`src/rtl/flpw_pkg.sv`:
```
// Shared types and constants for the four-level page walker.
// Used by flpw_ctrl, flpw_dp and four_level_page_walker; no dependencies.
package flpw_pkg;

   localparam int MEM_WORDS = 4096;
   localparam int MEM_AW    = $clog2(MEM_WORDS);

   localparam int PA_W   = 52;
   localparam int VA_W   = 48;
   localparam int PFN_W  = PA_W - 12;
   localparam int IDX_W  = 9;
   localparam int WIDX_W = PFN_W + IDX_W;
   localparam int WADR_W = 12;
   localparam int DATA_W = 64;

   localparam logic FUNC_WRITE = 1'b0;
   localparam logic FUNC_XLATE = 1'b1;

   localparam logic [1:0] ST_OK  = 2'd0;
   localparam logic [1:0] ST_NP  = 2'd1;
   localparam logic [1:0] ST_OOR = 2'd2;

   localparam logic [1:0] SZ_4K = 2'd0;
   localparam logic [1:0] SZ_2M = 2'd1;
   localparam logic [1:0] SZ_1G = 2'd2;

   // walk level: 3 is the root table, 0 maps 4 KiB pages
   localparam logic [1:0] LVL_ROOT = 2'd3;
   localparam logic [1:0] LVL_1G   = 2'd2;
   localparam logic [1:0] LVL_2M   = 2'd1;
   localparam logic [1:0] LVL_4K   = 2'd0;

   localparam int BIT_PRESENT = 0;
   localparam int BIT_HUGE    = 7;

   typedef struct packed {
      logic       capture;
      logic       mem_wr;
      logic       mem_rd;
      logic       descend;
      logic       finish;
      logic [1:0] fin_status;
      logic [1:0] fin_size;
   } flpw_cmd_type;

   typedef struct packed {
      logic       oor;
      logic       present;
      logic       huge;
      logic [1:0] level;
   } flpw_sts_type;

endpackage

```
`src/rtl/flpw_ctrl.sv`:
```
// Walk controller: sequences table writes and the per-level read/check steps.
// Depends on flpw_pkg; drives flpw_dp through the command struct.
module flpw_ctrl import flpw_pkg::*; (
   input  logic         clock,
   input  logic         reset,
   input  logic         start,
   input  logic         req_func,
   input  flpw_sts_type sts,
   output flpw_cmd_type cmd,
   output logic         busy,
   output logic         rsp_strobe
);

   typedef enum logic [3:0] {
      S_IDLE   = 4'b0001,
      S_LOOKUP = 4'b0010,
      S_READ   = 4'b0100,
      S_DONE   = 4'b1000
   } state_type;

   state_type state_ff, state_in;
   logic      accept;

   assign busy       = (state_ff != S_IDLE);
   assign rsp_strobe = (state_ff == S_DONE);
   assign accept     = start && !busy;

   always_comb begin
      state_in       = state_ff;
      cmd            = '0;
      cmd.fin_status = ST_OK;
      cmd.fin_size   = SZ_4K;
      unique case (state_ff)
         S_IDLE: begin
            if (accept && req_func == FUNC_WRITE) begin
               cmd.mem_wr = 1'b1;
            end else if (accept) begin
               cmd.capture = 1'b1;
               state_in    = S_LOOKUP;
            end
         end
         S_LOOKUP: begin
            if (sts.oor) begin
               cmd.finish     = 1'b1;
               cmd.fin_status = ST_OOR;
               state_in       = S_DONE;
            end else begin
               cmd.mem_rd = 1'b1;
               state_in   = S_READ;
            end
         end
         S_READ: begin
            if (!sts.present) begin
               cmd.finish     = 1'b1;
               cmd.fin_status = ST_NP;
               state_in       = S_DONE;
            end else if (sts.level == LVL_1G && sts.huge) begin
               cmd.finish   = 1'b1;
               cmd.fin_size = SZ_1G;
               state_in     = S_DONE;
            end else if (sts.level == LVL_2M && sts.huge) begin
               cmd.finish   = 1'b1;
               cmd.fin_size = SZ_2M;
               state_in     = S_DONE;
            end else if (sts.level == LVL_4K) begin
               cmd.finish = 1'b1;
               state_in   = S_DONE;
            end else begin
               cmd.descend = 1'b1;
               state_in    = S_LOOKUP;
            end
         end
         S_DONE: begin
            state_in = S_IDLE;
         end
         default: begin
            state_in = S_IDLE;
         end
      endcase
   end

   always_ff @(posedge clock) begin
      if (reset) begin
         state_ff <= S_IDLE;
      end else begin
         state_ff <= state_in;
      end
   end

endmodule

```
`config.mk`:
```
export PLATFORM = sky130hd
export DESIGN_NAME = flpw_ctrl
export DESIGN_NICKNAME = d
export VERILOG_FILES = /design/src/rtl/flpw_pkg.sv /design/src/rtl/flpw_ctrl.sv
export SDC_FILE = /design/constraint.sdc
export NUM_CORES = 1
export LEC_CHECK = 0
export ABC_AREA = 1
export BUFFER_PORTS_ARGS = -buffer_cell sky130_fd_sc_hd__clkbuf_2
export CAP_MARGIN = 40
export CORE_AREA = 2 2 39 41
export DETAILED_ROUTE_END_ITERATION = 6
export DIE_AREA = 0 0 41 43
export PLACE_DENSITY = 0.59
export SLEW_MARGIN = 5
export SYNTH_ARGS = -nofsm -noshare
export SYNTH_HDL_FRONTEND = slang
export SYNTH_SLANG_ARGS = --single-unit
```
`constraint.sdc`:
```
create_clock -name clock -period 2.7 [get_ports clock]
set_clock_uncertainty 0.1 [all_clocks]
set_input_delay 0.27 -clock clock [delete_from_list [all_inputs] [get_ports clock]]
set_output_delay 0.27 -clock clock [all_outputs]
set_load 0.02 [all_outputs]
```
After elaboration in Yosys (flattened, before gate mapping)
Index checks and enable logic that the tools add are counted.

storage, ports and cells
  register bits after elaboration = 4

cells by class
  equal/unequal tests = 9
  mux-type cells = 30
  bitwise logic cells = 1
  reductions and logical operators = 7

operator list
  operator              number
  $mux W4               7
  $mux W1               16
  $pmux W4 S3           1
  $mux W2               4
  $pmux W3 S2           1
  $eq A4 B1 Y1 const B  1
  $eq A4 B2 Y1 const B  1
  $eq A4 B3 Y1 const B  1
  $eq A4 B4 Y1 const B  1
  $logic_and A1 B1 Y1   4
  $ne A2 B2 Y1 const B  2
  $ne A4 B1 Y1 const B  1
  $mux W3               1
  $eq A2 B1 Y1 const B  1
  $eq A2 B2 Y1 const B  1
  $logic_not A2 Y1      1
  $reduce_and A2 Y1     1
  $logic_not A1 Y1      1
  $not A1 Y1            1

Longest topological paths before layout
  depth after elaboration = 6
  depth in mapped cells = 6

Worst setup path after synthesis
OpenSTA, ideal clock, no wires.

  kind = register to output
  start point = reg state_ff[3]
  end point = out cmd[7] in the netlist's numbering
  data arrival time = 1.209 ns
  data required time = 2.330 ns
  slack = 1.121 ns
  stages on the path, launching flop included = 4
  path through = dfxtp_1 nor2_4 nand3_2 nor3b_1

RTL lines
  what                    RTL line         text
  from (decl)             flpw_ctrl.sv:21  state_type state_ff, state_in;
  from (signal assigned)  flpw_ctrl.sv:86  state_ff <= state_in;
  to (decl)               flpw_ctrl.sv:9   output flpw_cmd_type cmd,

==> flow_metrics.tcl <==
set metrics [dict create \
    initial_core_util 0.236 \
    avgRoutedWirePerCell_um 8.47 \
    cp_slowest_cell "dfxtp_1" \
    synthesis.instances 49 \
    path_clk_slew_ns 0.04 \
    slew_headroom 0.890 \
    clkSinkCount 4 \
    r2r_start "state_ff[1]" \
    cts_setup_buffers 0 \
    drc 0 \
    antenna_found_initial 0 \
    outcome "finished clean" \
    rsz0062_at_grt "false" \
    first_pass_iters 4 \
    critPathArrivalTime_ns 1.23 \
    worst_setup_path_startpoint "state_ff[3]" \
    p_leak_nw 0.253 \
    layout.nets 81 \
    worst_slew_pin_slew_ns 0.163 \
    cts_hold_buf 0 \
    fin_crit_sh 0.592 \
    fin_util 0.330 \
    min_period_ns 1.60 \
    cts_made_buffers 3 \
    core-area_um2 1380 \
    cts-root-buf "clkbuf_4" \
    slew_violations 0 \
    grt.total_usage 0.113 \
    crit_path_max_fanout 5 \
    timing.fmax_ghz 0.626 \
    dp_hpwl_um 640 \
    ys_seq_area_frac 0.245 \
    ioPinCount 20 \
    critPathLaunchType "flop" \
    final_common_cell "clkbuf_2" \
    grt_max_degree 6 \
    vias_per_cell 4.49 \
    tns_ns 0 \
    cts_resized 0 \
    min_from "reset" \
    hp-class "input port to flop" \
    hold_viol_final 0 \
    area_growth_pct 39.8 \
    vias 386 \
    end_kind "primary output" \
    final_antenna_net_count 0 \
    cp_num_buf_inv 1 \
    yosys_warnings 0 \
    netlist_area_um2 327 \
    largest_register_ffs 4 \
    grt_pass1_vias 338 \
    reg_top3 "state_ff x4" \
    peakVddDrop_v 0.000171 \
    instances_no_fill 86 \
    place_congestion 0.676 \
    drt_iter0_drc 10 \
    cpPeakStageDelay_ns 0.32 \
    portBuffers 19 \
    fp.dieW_um 41 \
    placed_cells_incl_taps 83 \
    crit_chain "nor2_4 > nand3_2 > nor3b_1 > clkbuf_2" \
    power_density_nw_per_um2 540 \
    grt_pass1_wl_um 1280 \
    antenna_cells 0 \
    avgSynthCellArea_um2 6.66 \
    criticalPathCategory "flop to primary output" \
    synth_fp_nets 58 \
    top_register "state_ff" \
    htreeDepth 1 \
    cts_tree "yes" \
    clock_latency_ns 0.23 \
    finalWirelength_um 728 \
    hold_ws_ns 0.127 \
    layout_common_cells "clkbuf_2 (19), inv_1 (9), nand2_1 (7)" \
    ys_seq_elements 4 \
    grt_remaining_overflow 0 \
    yosys.cell_types.count 15 \
    final-setup-viol-count 0 \
    drive_above_1_share 0.486 \
    die_area_um2 1760 \
    cap_violations 0 \
    die_h_um 43 \
    crit_family "simple AND/OR/NAND/NOR gates" \
    clockBufferDepth 2 \
    critPathRequiredTime_ns 2.33 \
    rows 14 \
]
layer usage:
layer,vias to the layer above,GRT usage,wire length (um)
li1,198,-,-
met1,164,0.129,287
met2,20,0.147,322
met3,4,0.0366,88
met4,0,0.120,29
met5,-,0,0
path summary, 6_finish.rpt:
path                                    end  slack [ns]  cells past startpoint
worst max register to register  state_ff[0]        1.64                      6
worst min-delay path            state_ff[3]        0.13                      2
worst max-delay path                 cmd[7]        1.10                      4
worst min register to register  state_ff[2]        0.45                      2
cell type report:
cell class	instances	area (um2)
timing repair buffer	19	95.1
sequential	4	80.1
multi-input combinational	33	198
tap	16	20.0
clock buffer	3	22.5
inverter	11	41.3
fill	160	927
cells in the mapped netlist:
cell type	number	area (um2)
nand3_1	6	30.0
nor2_1	5	18.8
a21oi_2	2	17.5
buf_4	1	7.51
inv_2	2	7.51
nor3_1	2	10.0
nor3b_1	1	7.51
nand3_2	2	20.0
nor2_4	2	22.5
nand2_2	2	12.5
nor3_2	2	20.0
inv_1	9	33.8
dfxtp_1	4	80.1
nand2_1	7	26.3
nand4_1	2	12.5
through the flow:
stage / cell area [um2] / total power [mW] / setup slack (ns)
after floorplan: 327 / 0.147 / 1.12
after global placement: 434 / 0.174 / 1.35
after detailed placement: 434 / 0.176 / 1.34
after CTS: 457 / 0.251 / 1.08
after global routing: 457 / 0.267 / 0.994
final: 457 / 0.247 / 1.10
power by group:
group	switching (mW)	total (mW)	internal [mW]
Sequential	0.00780	0.0761	0.0683
Combinational	0.0641	0.0980	0.0339
Clock	0.0231	0.0727	0.0496
kinds of logic after synthesis:
group,count (synthesis),synth area share
buffers and inverters,12,0.149
AOI/OAI and AO/OA,2,0.0536
DFF,4,0.245
and+or+nand+nor,31,0.552
(Power assumes the default switching activity.)
